`config.mk`:
```
export PLATFORM = sky130hd
export DESIGN_NAME = gbis_divider
export DESIGN_NICKNAME = d
export VERILOG_FILES = /design/src/rtl/gbis_pkg.sv /design/src/rtl/gbis_divider.sv
export SDC_FILE = /design/constraint.sdc
export NUM_CORES = 1
export LEC_CHECK = 0
export BUFFER_PORTS_ARGS = -buffer_cell sky130_fd_sc_hd__buf_4
export CAP_MARGIN = 10
export CORE_ASPECT_RATIO = 0.8
export CORE_UTILIZATION = 42
export CTS_CLUSTER_SIZE = 40
export DETAILED_ROUTE_END_ITERATION = 12
export GPL_TIMING_DRIVEN = 1
export PLACE_DENSITY = 0.75
export SETUP_SLACK_MARGIN = 0.2
export SLEW_MARGIN = 40
export SYNTH_ARGS = -nofsm -noshare
export SYNTH_HDL_FRONTEND = slang
export SYNTH_SLANG_ARGS = --single-unit
```
`constraint.sdc`:
```
create_clock -name clock -period 6.9 [get_ports clock]
set_clock_uncertainty 0.15 [all_clocks]
set_input_delay 0.345 -clock clock [delete_from_list [all_inputs] [get_ports clock]]
set_output_delay 0.345 -clock clock [all_outputs]
set_load 0.01 [all_outputs]
```
`src/rtl/gbis_pkg.sv`:
```
// gbis_pkg: shared types and constants for the gray bilinear image scaler
// used by every module under rtl except gbis_frame_store; depends on nothing else
package gbis_pkg;

   localparam int MAX_SRC_W = 1024;
   localparam int MAX_SRC_H = 256;
   localparam int MAX_DST_W = 1024;
   localparam int MAX_DST_H = 256;
   localparam int WGT_BITS  = 11;

   localparam int CSR_IDX_W  = 3;
   localparam int CSR_DATA_W = 11;

   localparam logic [CSR_IDX_W-1:0] CSR_SRC_W  = 3'd0;
   localparam logic [CSR_IDX_W-1:0] CSR_SRC_H  = 3'd1;
   localparam logic [CSR_IDX_W-1:0] CSR_DST_W  = 3'd2;
   localparam logic [CSR_IDX_W-1:0] CSR_DST_H  = 3'd3;
   localparam logic [CSR_IDX_W-1:0] CSR_SINGLE = 3'd4;

   localparam logic OP_LOAD  = 1'b0;
   localparam logic OP_FETCH = 1'b1;

   typedef struct packed {
      logic       operation;
      logic [9:0] x_pos;
      logic [7:0] y_pos;
      logic [7:0] chan_red;
      logic [7:0] chan_green;
      logic [7:0] chan_blue;
   } req_type;

   typedef struct packed {
      logic [7:0] out_pixel;
      logic [9:0] out_col;
      logic [7:0] out_row;
      logic       bad_coord;
   } rsp_type;

   typedef enum logic [3:0] {
      ST_IDLE,
      ST_LUMA,
      ST_DIV_X,
      ST_DIV_Y,
      ST_WGT_X,
      ST_WGT_Y,
      ST_RD0,
      ST_RD1,
      ST_RD2,
      ST_RD3,
      ST_HMUL,
      ST_VMUL,
      ST_DONE
   } state_type;

   // control from the sequencer to the divider
   typedef struct packed {
      logic start;
   } div_ctl_type;

   typedef struct packed {
      logic busy;
      logic done;
   } div_sts_type;

endpackage

```
`src/rtl/gbis_divider.sv`:
```
// gbis_divider: radix-2 restoring divider, one quotient bit per cycle
// uses gbis_pkg for its control structs
module gbis_divider import gbis_pkg::*; #(
   parameter int NUM_W = 24,
   parameter int DEN_W = 24
) (
   input  logic             clock,
   input  logic             reset,
   input  div_ctl_type      ctl,
   input  logic [NUM_W-1:0] num,
   input  logic [DEN_W-1:0] den,
   output div_sts_type      sts,
   output logic [NUM_W-1:0] quot,
   output logic [DEN_W-1:0] rem
);
   localparam int CNT_W = $clog2(NUM_W + 1);

   logic [NUM_W-1:0] q_ff, q_in;
   logic [DEN_W:0]   r_ff, r_in;
   logic [DEN_W-1:0] d_ff, d_in;
   logic [CNT_W-1:0] cnt_ff, cnt_in;
   logic             busy_ff, busy_in, done_ff, done_in;
   logic [DEN_W:0]   trial;

   always_comb begin
      q_in    = q_ff;
      r_in    = r_ff;
      d_in    = d_ff;
      cnt_in  = cnt_ff;
      busy_in = busy_ff;
      done_in = 1'b0;
      trial   = '0;
      if (ctl.start) begin
         q_in    = num;
         r_in    = '0;
         d_in    = den;
         cnt_in  = CNT_W'(NUM_W);
         busy_in = 1'b1;
      end else if (busy_ff) begin
         trial = {r_ff[DEN_W-1:0], q_ff[NUM_W-1]};
         if (trial >= {1'b0, d_ff}) begin
            r_in = trial - {1'b0, d_ff};
            q_in = {q_ff[NUM_W-2:0], 1'b1};
         end else begin
            r_in = trial;
            q_in = {q_ff[NUM_W-2:0], 1'b0};
         end
         cnt_in = cnt_ff - 1'b1;
         if (cnt_ff == CNT_W'(1)) begin
            busy_in = 1'b0;
            done_in = 1'b1;
         end
      end
   end

   always_ff @(posedge clock) begin
      if (reset) begin
         busy_ff <= 1'b0;
         done_ff <= 1'b0;
         cnt_ff  <= '0;
      end else begin
         busy_ff <= busy_in;
         done_ff <= done_in;
         cnt_ff  <= cnt_in;
      end
      q_ff <= q_in;
      r_ff <= r_in;
      d_ff <= d_in;
   end

   assign sts.busy = busy_ff;
   assign sts.done = done_ff;
   assign quot     = q_ff;
   assign rem      = r_ff[DEN_W-1:0];
endmodule

```
* Word-level counts from Yosys, hierarchy flattened *
Index checks and enable logic that the tools add are counted.

word-level totals
  logic and storage cells = 25
  bits in latches = 0
  memory bits (read-only) = 0
  output and inout port bits = 50
  bits of input ports = 51
  register bits after elaboration = 79
  memories kept = 0
  bits in writable memories = 0

operators by class
  shift operators = 0
  multiply operators = 0
  magnitude comparators = 1
  eq/ne operators = 1
  div/mod/pow operators = 0
  reduce and logical (&&, ||, !) cells = 3
  muxes and demuxes = 10
  bitwise operators = 1
  $add $sub $neg = 2

operators with widths
  cell                                                  number
  2-to-1 mux 24 bit                                     3
  >= comparator 25 x 24 -> 1 bit                        1
  subtractor 24 bit                                     1
  2-to-1 mux 5 bit                                      2
  equality test 5 x 1 -> 1 bit (second input constant)  1
  2-to-1 mux 1 bit                                      5
  subtractor 5 x 1 -> 5 bit (second input constant)     1
  OR reduction 3 bit                                    1
  nonzero test 2 bit                                    1
  OR reduction 2 bit                                    1
  NOT 1 bit                                             1

* Logic depth before layout (Yosys ltp) *
Gate-level depths: netlist of the first run.

  word-level depth = 4
  mapped depth = 12
  gate-level depth less buffers = 11

* Least setup slack after synthesis of the first run *
No wires, ideal clock.

  path kind = flip-flop to flip-flop
  start = reg d_ff[1]
  end = reg q_ff[0] (netlist: quot[0]) (data pin)
  arrival = 2.196 ns
  data required time = 6.490 ns
  path buffers = 1
  setup slack = 4.294 ns
  cell stages (with the launch flop) = 11
  setup time = 0.260 ns
  path through = edfxtp_1 > inv_1 > ha_1 > nor2b_1 > o31ai_1 > a21oi_2 > a311o_2 > nand2_4 > a21oi_4 > buf_6 > mux2_2

between the ends
  longest elaborated chain between the ends = 4

RTL lines
  element                         line                RTL
  start, declared                 gbis_divider.sv:20  logic [DEN_W-1:0] d_ff, d_in;
  start signal, assigned          gbis_divider.sv:68  d_ff <= d_in;
  >= comparator 25 x 24 -> 1 bit  gbis_divider.sv:41  if (trial >= {1'b0, d_ff}) begin
  2-to-1 mux 1 bit                gbis_divider.sv:41
  2-to-1 mux 24 bit               gbis_divider.sv:39  end else if (busy_ff) begin
  2-to-1 mux 24 bit               gbis_divider.sv:33  if (ctl.start) begin
  named net q_in[0]               gbis_divider.sv:18  logic [NUM_W-1:0] q_ff, q_in;
  end signal, assigned            gbis_divider.sv:66  q_ff <= q_in;
  end, declared                   gbis_divider.sv:18

The timed path passes the listed nets, and every way through them passes these cells. The select of a mux whose other input is x is not followed.
A chain may end at the register's enable or synchronous reset.

* Worst setup path in the final report of the first run *
  start = reg d_ff[1]
  end = reg r_ff[0]

between the ends
  longest elaborated chain between the ends = 2

RTL lines
  element                         line                RTL
  >= comparator 25 x 24 -> 1 bit  gbis_divider.sv:41
  2-to-1 mux 24 bit               gbis_divider.sv:41
  end signal, assigned            gbis_divider.sv:67  r_ff <= r_in;
  end, declared                   gbis_divider.sv:19  logic [DEN_W:0] r_ff, r_in;

No other way between the ends.

==> impl_metrics.yaml, run 1 <==
cells_and_area:
  drive_gt1_frac: 0.3017
  fillers: 907
  final_cell_mix: "buf_4, edfxtp_1, nor2_1"
  multi_input_area_um2: 2241
  utilization: 0.5481
  fin_area_um2: 5680
  final_common_cell: "buf_4"
  layout.area.seq_um2: 2066
  num_antenna_cells: 0
  final_nets: 590
  syn_to_final_growth_pct: 25.48
timing:
  worst_slew_pin_slew_ns: 0.7311
  clock.fmax_mhz: 329.0
  grt_setup_unrepaired: "false"
  fin_crit_ns: 3.040
  setup_violations: 0
  slew_headroom: 0.5000
  hold_violations: 0
  fin_setup_tns_ns: 0
  worst_slack_ns: 3.860
  period_share: 0.4406
  drv_slew: 0
logic_synthesis:
  synth_xor_area_frac: 0.04256
  synth_flop_cell: "edfxtp_1"
  synthCells: 419
  synth_edf_count: 48
  synth_top_family_by_area: "compound AO/OA/AOI/OAI gates"
  synth-compound-area-share: 0.1575
  syn_nets: 497
  synth_adder_area_share: 0.07629
  seq_area_frac_synth: 0.4555
  synth_seq_cells: 79
  synth-async-reset-ratio: 0
  synthMuxAreaShare: 0.09646
  synth-simple-area-share: 0.1222
  avgSynthCellArea_um2: 10.80
  yosysWarnings: 0
  synthesis.area_um2: 4527
  synth_cell_types: 65
routing:
  route.detailed.drc: 0
  num_vias: 3498
  met1_length_mm: 4.816
  route.met2.wl_mm: 4.614
  drtAntennaViolNets: 0
  drt-total-wl_mm: 10.10
  routed-wl-met3_um: 498
  drt_first_pass_iters: 4
  viasPerCell: 5.324
  dr.first_iter.drc_count: 197
  routed.top_layer: "met4"
  post_drt_wl_per_cell_um: 15.38
worst_setup_path:
  cpMaxStageDelayCell: "a21oi_4"
  crit_buf_inv: 2
  cp.required_ns: 7.01
  path_class: "reg -> reg"
  cp.arrival_ns: 3.15
  start_kind: "flop"
  max_stage_delay_ns: 0.44
  endpoint_kind: "flop"
  critical_path_peak_fanout: 18
  crit_chain: "inv_1 -> ha_1 -> nor2b_1 -> o31ai_1 -> a21oi_2 -> a311o_2 -> nand2_4 -> a21oi_4 -> buf_16 -> mux2_4 -> a211oi_2"
  cp_top_family: "compound AO/OA/AOI/OAI gates"
floorplan:
  die_h_um: 94.86
  initial_core_util: 0.4368
  core_um2: 10360
  rows: 33
  ios: 101
  die-width_um: 118.1
  die_area_um2: 11200
clock_network:
  ctsHtreeMaxLevel: 3
  postCtsHoldBufs: 0
  cts_tree: "built"
  ctsResizeCount: 0
  postCtsSetupBuffers: 0
  clk_pin_slew_ns: 0.06
  cts_buffer_depth: 2
  worstSkewPairLatency_ns: 0.34
  cts.sinks: 79
  cts_root_buffer: "clkbuf_16"
  cts_buffers: 9
grt:
  grt_pass1_wl_mm: 16.04
  antenna_found_initial: 0
  grt_pass1_vias: 3293
  track_usage: 0.1826
  grt-ovfl-total: 0
  grt_max_degree: 88
run_status:
  outcome: "complete, no violations"
power_and_ir_drop:
  internal_power_w: 0.0009685
  swShare: 0.2672
  p_sw_w: 0.0003532
  seqPwrFrac: 0.434
  p_per_area_nw_per_um2: 232.7
  power_w: 0.001322
  vdd_drop_max_mv: 0.1732
  p_clk_frac: 0.359
  p_comb_frac: 0.207
  leakagePower_nw: 2.401
placement:
  place_area_um2: 5388
  hpwlAfterDp_mm: 7.237
  io_buffers: 100
  post-place-ws_ns: 3.898
  gp_congestion: 0.8840
job:
  maxCapViolations: 0
min_path:
  hold_path_class: "in -> reg"
final timing paths:
kind / from / to / slack (ns) / cells past startpoint
setup reg to reg: d_ff[1] / r_ff[0] / 3.86 / 11
hold / removal: den[14] / d_ff[14] / 0.03 / 1
hold reg to reg: cnt_ff[1] / cnt_ff[1] / 0.35 / 2
setup / recovery: d_ff[1] / r_ff[0] / 3.86 / 11
cell families after synthesis:
| family | Yosys count |
|---|---|
| compound gates | 93 |
| xor+xnor | 22 |
| buf+inv | 52 |
| fa+ha+maj | 27 |
| flops | 79 |
| mux | 40 |
| simple gates | 106 |
routing by layer:
metal	global-route usage	up-vias
met5	0	-
met4	0.07158	0
met3	0.04589	16
met2	0.2760	93
met1	0.2507	1660
li1	-	1729
registers in the layout, summed over array words and instances (netlist names):
register / count
r_ff: 24
done_ff: 1
busy_ff: 1
d_ff: 24
quot: 24
cnt_ff: 5
per-stage QoR:
| step | hold WS [ns] | cells |
|---|---|---|
| floorplan | 0.2674 | 419 |
| global placement | 0.3348 | 640 |
| detailed placement | 0.3555 | 641 |
| CTS | 0.02018 | 657 |
| global route | 0.02126 | 657 |
| finish | 0.03125 | 657 |
layout make-up:
class,count,area share
Clock buffer,12,0.04339
Clock inverter,4,0.008150
Inverter,33,0.02181
Multi-Input combinational cell,288,0.3945
Sequential cell,79,0.3637
Tap cell,140,0.03084
Timing Repair Buffer,101,0.1377
power by group through the flow:
| stage | clock network [W] | logic, W | registers (W) |
|---|---|---|---|
| 6_report | 0.000474 | 0.000274 | 0.000574 |
| 5_1_grt | 0.000502 | 0.000301 | 0.000579 |
| 4_1_cts | 0.000481 | 0.000274 | 0.000574 |
| 3_5_place_dp | 0 | 0.000271 | 0.000584 |
| 3_3_place_gp | 0 | 0.000265 | 0.000582 |
| 2_1_floorplan | 0 | 0.000171 | 0.000584 |
cell usage after synthesis (all sizes together), types with 2 or more instances:
master,instances,area share
a311o,2,0.0047
xor2,12,0.023
nor2b,5,0.0069
nand4,6,0.0083
o31a,2,0.0039
xnor2,10,0.019
a31oi,3,0.0041
or2,2,0.0028
a21bo,2,0.0044
ha,26,0.072
a21o,8,0.013
and2,5,0.0069
a211oi,16,0.029
o22ai,2,0.0028
mux2,26,0.066
o21a,9,0.015
o32ai,2,0.0055
o211ai,3,0.0050
clkbuf,13,0.011
o221ai,4,0.0077
dfxtp,31,0.14
a21oi,13,0.019
nor4b,2,0.0039
nor2,35,0.031
nand3,8,0.0088
nand2,13,0.012
mux2i,14,0.031
buf,6,0.011
nor3,8,0.0088
a2111oi,3,0.0058
inv,33,0.027
o21ai,12,0.013
or3,4,0.0055
o31ai,2,0.0033
nand2b,9,0.012
edfxtp,48,0.32
a311oi,2,0.0039
and3,4,0.0055
o41ai,2,0.0055
Note: power is estimated with default switching activity, not from simulation.
==> run 2: changes to the inputs <==
--- a/config.mk
+++ b/config.mk
@@ -12,7 +12,7 @@
 export CTS_CLUSTER_SIZE = 40
 export DETAILED_ROUTE_END_ITERATION = 12
 export GPL_TIMING_DRIVEN = 1
-export PLACE_DENSITY = 0.75
+export PLACE_DENSITY = 0.78
 export SETUP_SLACK_MARGIN = 0.2
 export SLEW_MARGIN = 40
 export SYNTH_ARGS = -nofsm -noshare
==> constraint.sdc (replaced) <==
create_clock -name clock -period 2.7 [get_ports clock]
set_clock_uncertainty 0.15 [all_clocks]
set_input_delay 0.135 -clock clock [delete_from_list [all_inputs] [get_ports clock]]
set_output_delay 0.135 -clock clock [all_outputs]
set_load 0.01 [all_outputs]
==> run 2 against run 1 <==
  * Count of clock-buffer cells in the layout fell by 1
  * Critical path type unchanged
  * Setup slack got worse by 3.9 ns
  * Largest cell class unchanged
  * Routed wire length rose by 27%
  * Sequential share of layout area fell by 6.2 points
  * Global-route usage rose by 4.0 points
  * Register-to-register slack got worse by 3.9 ns
  * Sequential cell count did not move
  * Non-clock buffer count rose by 89
  * Sequential power rose to 2.5 times the previous value
  * Highest routed layer unchanged
  * Combinational power rose to 3.5 times the previous value
==> impl_metrics.yaml, run 2 (synthesis gave the netlist of run 1 again) <==
timing:
  setup_violations: 0
  drv_slew: 0
  clock.fmax_mhz: 371.2
  grt_setup_unrepaired: "true"
  period_share: 0.9977
  slew_headroom: 0.5899
  worst_slew_pin_slew_ns: 0.6152
  fin_setup_tns_ns: 0
  fin_crit_ns: 2.694
  whs_ns: 0.1744
  hold_violations: 0
worst_setup_path:
  crit_chain: "inv_2 -> ha_4 -> a21o_1 -> o32ai_4 -> a21oi_2 -> a311o_2 -> nand2_4 -> a21oi_4 -> buf_12 -> buf_16 -> or3_1 -> o221ai_1"
  critical_path_peak_fanout: 7
  r2r_slack_ns: 0.006
  timing.rr.start: "d_ff[6]"
  critPathCapture: "r_ff[22]"
  endpoint_kind: "flop"
  reg2reg_depth: 12
  rr_endpoint: "r_ff[22]"
  cp.arrival_ns: 2.80
  cp.required_ns: 2.81
  max_stage_delay_ns: 0.41
  cpMaxStageDelayCell: "edfxtp_1"
  start_kind: "flop"
  path_class: "reg -> reg"
  startpoint: "d_ff[6]"
power_and_ir_drop:
  vdd_drop_max_mv: 0.5374
  leakagePower_nw: 2.857
  p_per_area_nw_per_um2: 543.9
placement:
  hpwlAfterDp_mm: 7.751
  io_buffers: 100
  place_area_um2: 5550
  place_inst: 664
  gp_congestion: 0.9015
clock_network:
  cts_buffers: 9
  cts_buffer_depth: 2
  ctsHtreeMaxLevel: 3
  clk_pin_slew_ns: 0.06
  cts.sinks: 79
  cts_tree: "built"
  worstSkewPairLatency_ns: 0.34
  cts_root_buffer: "clkbuf_16"
floorplan:
  initial_core_util: 0.4368
  core_um2: 10360
  rows: 33
  die_area_um2: 11200
  ios: 101
  die_h_um: 94.86
  die-width_um: 118.1
cells_and_area:
  final_cell_mix: "buf_4, dlygate4sd3_1, edfxtp_1"
  drive_gt1_frac: 0.3944
  fin_area_um2: 6844
  fillers: 738
  final_nets: 679
  fin_cells: 746
  num_antenna_cells: 0
  syn_to_final_growth_pct: 51.19
  final_common_cell: "buf_4"
routing:
  route.detailed.drc: 0
  num_vias: 4090
  drt_first_pass_iters: 5
  viasPerCell: 5.483
  dr.first_iter.drc_count: 255
  drt-total-wl_mm: 12.81
  drtAntennaViolNets: 0
  post_drt_wl_per_cell_um: 17.17
grt:
  grt_max_degree: 54
  antenna_found_initial: 0
  grt_pass1_wl_mm: 19.36
  grt-ovfl-total: 0
  track_usage: 0.2230
  grt_pass1_vias: 3901
job:
  maxCapViolations: 0
min_path:
  hold_path_class: "in -> reg"
run_status:
  outcome: "complete, no violations"
==> run 2: cell count changes in the layout (fill, tap and decap cells not counted), sizes merged <==
cell	previous run	this run
bufinv	1	2
clkinv	2	0
clkbuf	12	11
dlygate4sd3	0	49
clkinvlp	1	3
buf	101	141
==> run 2: worst max-delay path, delay by kind of cell (launching register included) <==
| family | cells | cell delay, ns |
|---|---|---|
| buffers and inverters | 3 | 0.36 |
| adder cells (fa/ha/maj) | 1 | 0.20 |
| flip-flops | 1 | 0.41 |
| AND/OR/NAND/NOR | 2 | 0.44 |
| AO/OA/AOI/OAI | 6 | 1.05 |
==> run 2: how the worst min path moves through the flow <==
stage | slack (ns) | depth (start not counted) | endpoint | from
2_1_floorplan | 0.06 | 1 | busy_ff | reset
5_1_grt | 0.20 | 1 | d_ff[1] | ctl
6_report | 0.17 | 1 | d_ff[1] | ctl
3_3_place_gp | 0.16 | 1 | d_ff[5] | den[5]
3_5_place_dp | 0.16 | 1 | d_ff[5] | den[5]
4_1_cts | 0.18 | 1 | d_ff[1] | ctl
==> run 2: stage by stage <==
step                      utilization  power, W  setup slack (ns)
after floorplan                     -  0.001931            0.1314
after global placement         0.5356  0.002202         -0.009254
after detailed placement       0.5356  0.002225           -0.1128
after CTS                      0.6460  0.003666           0.02480
after global routing           0.6604  0.003880           -0.1017
final                          0.6604  0.003723          0.006140
==> run 2: area by class of cell <==
type	count	area, µm²	share of cell area
multi-input cells	288	2520	0.3682
flip-flops and latches	79	2064	0.3016
repair buffers	190	1645	0.2404
clock buffers	11	232.7	0.03400
well taps	140	175.2	0.02559
inverters	33	123.9	0.01810
clock inverters	5	82.58	0.01207
==> run 2: where the power goes <==
| part | total (W) | internal [W] | switching [W] |
|---|---|---|---|
| Combinational | 0.000972 | 0.000504 | 0.000468 |
| Clock | 0.00130 | 0.000810 | 0.000486 |
| Sequential | 0.00145 | 0.00139 | 0.0000631 |
| Total | 0.00372 | 0.00271 | 0.00102 |
==> run 2: timing repair <==
item                                   4_1_cts  5_1_grt
gates resized for setup                     39       26
gates cloned                                 2        0
hold buffers                                49        0
pin swaps                                   37       18
endpoints found under the hold margin       55        0
setup endpoints to repair                   25       25
buffers inserted                            13        2
==> run 2: layer usage <==
layer | share of wire | track usage | vias to the layer above
met2 | 0.48 | 0.3642 | 163
met4 | 0.017 | 0.07158 | 0
met3 | 0.062 | 0.06341 | 22
met1 | 0.44 | 0.2864 | 1994
met5 | 0 | 0 | -
li1 | - | - | 1911
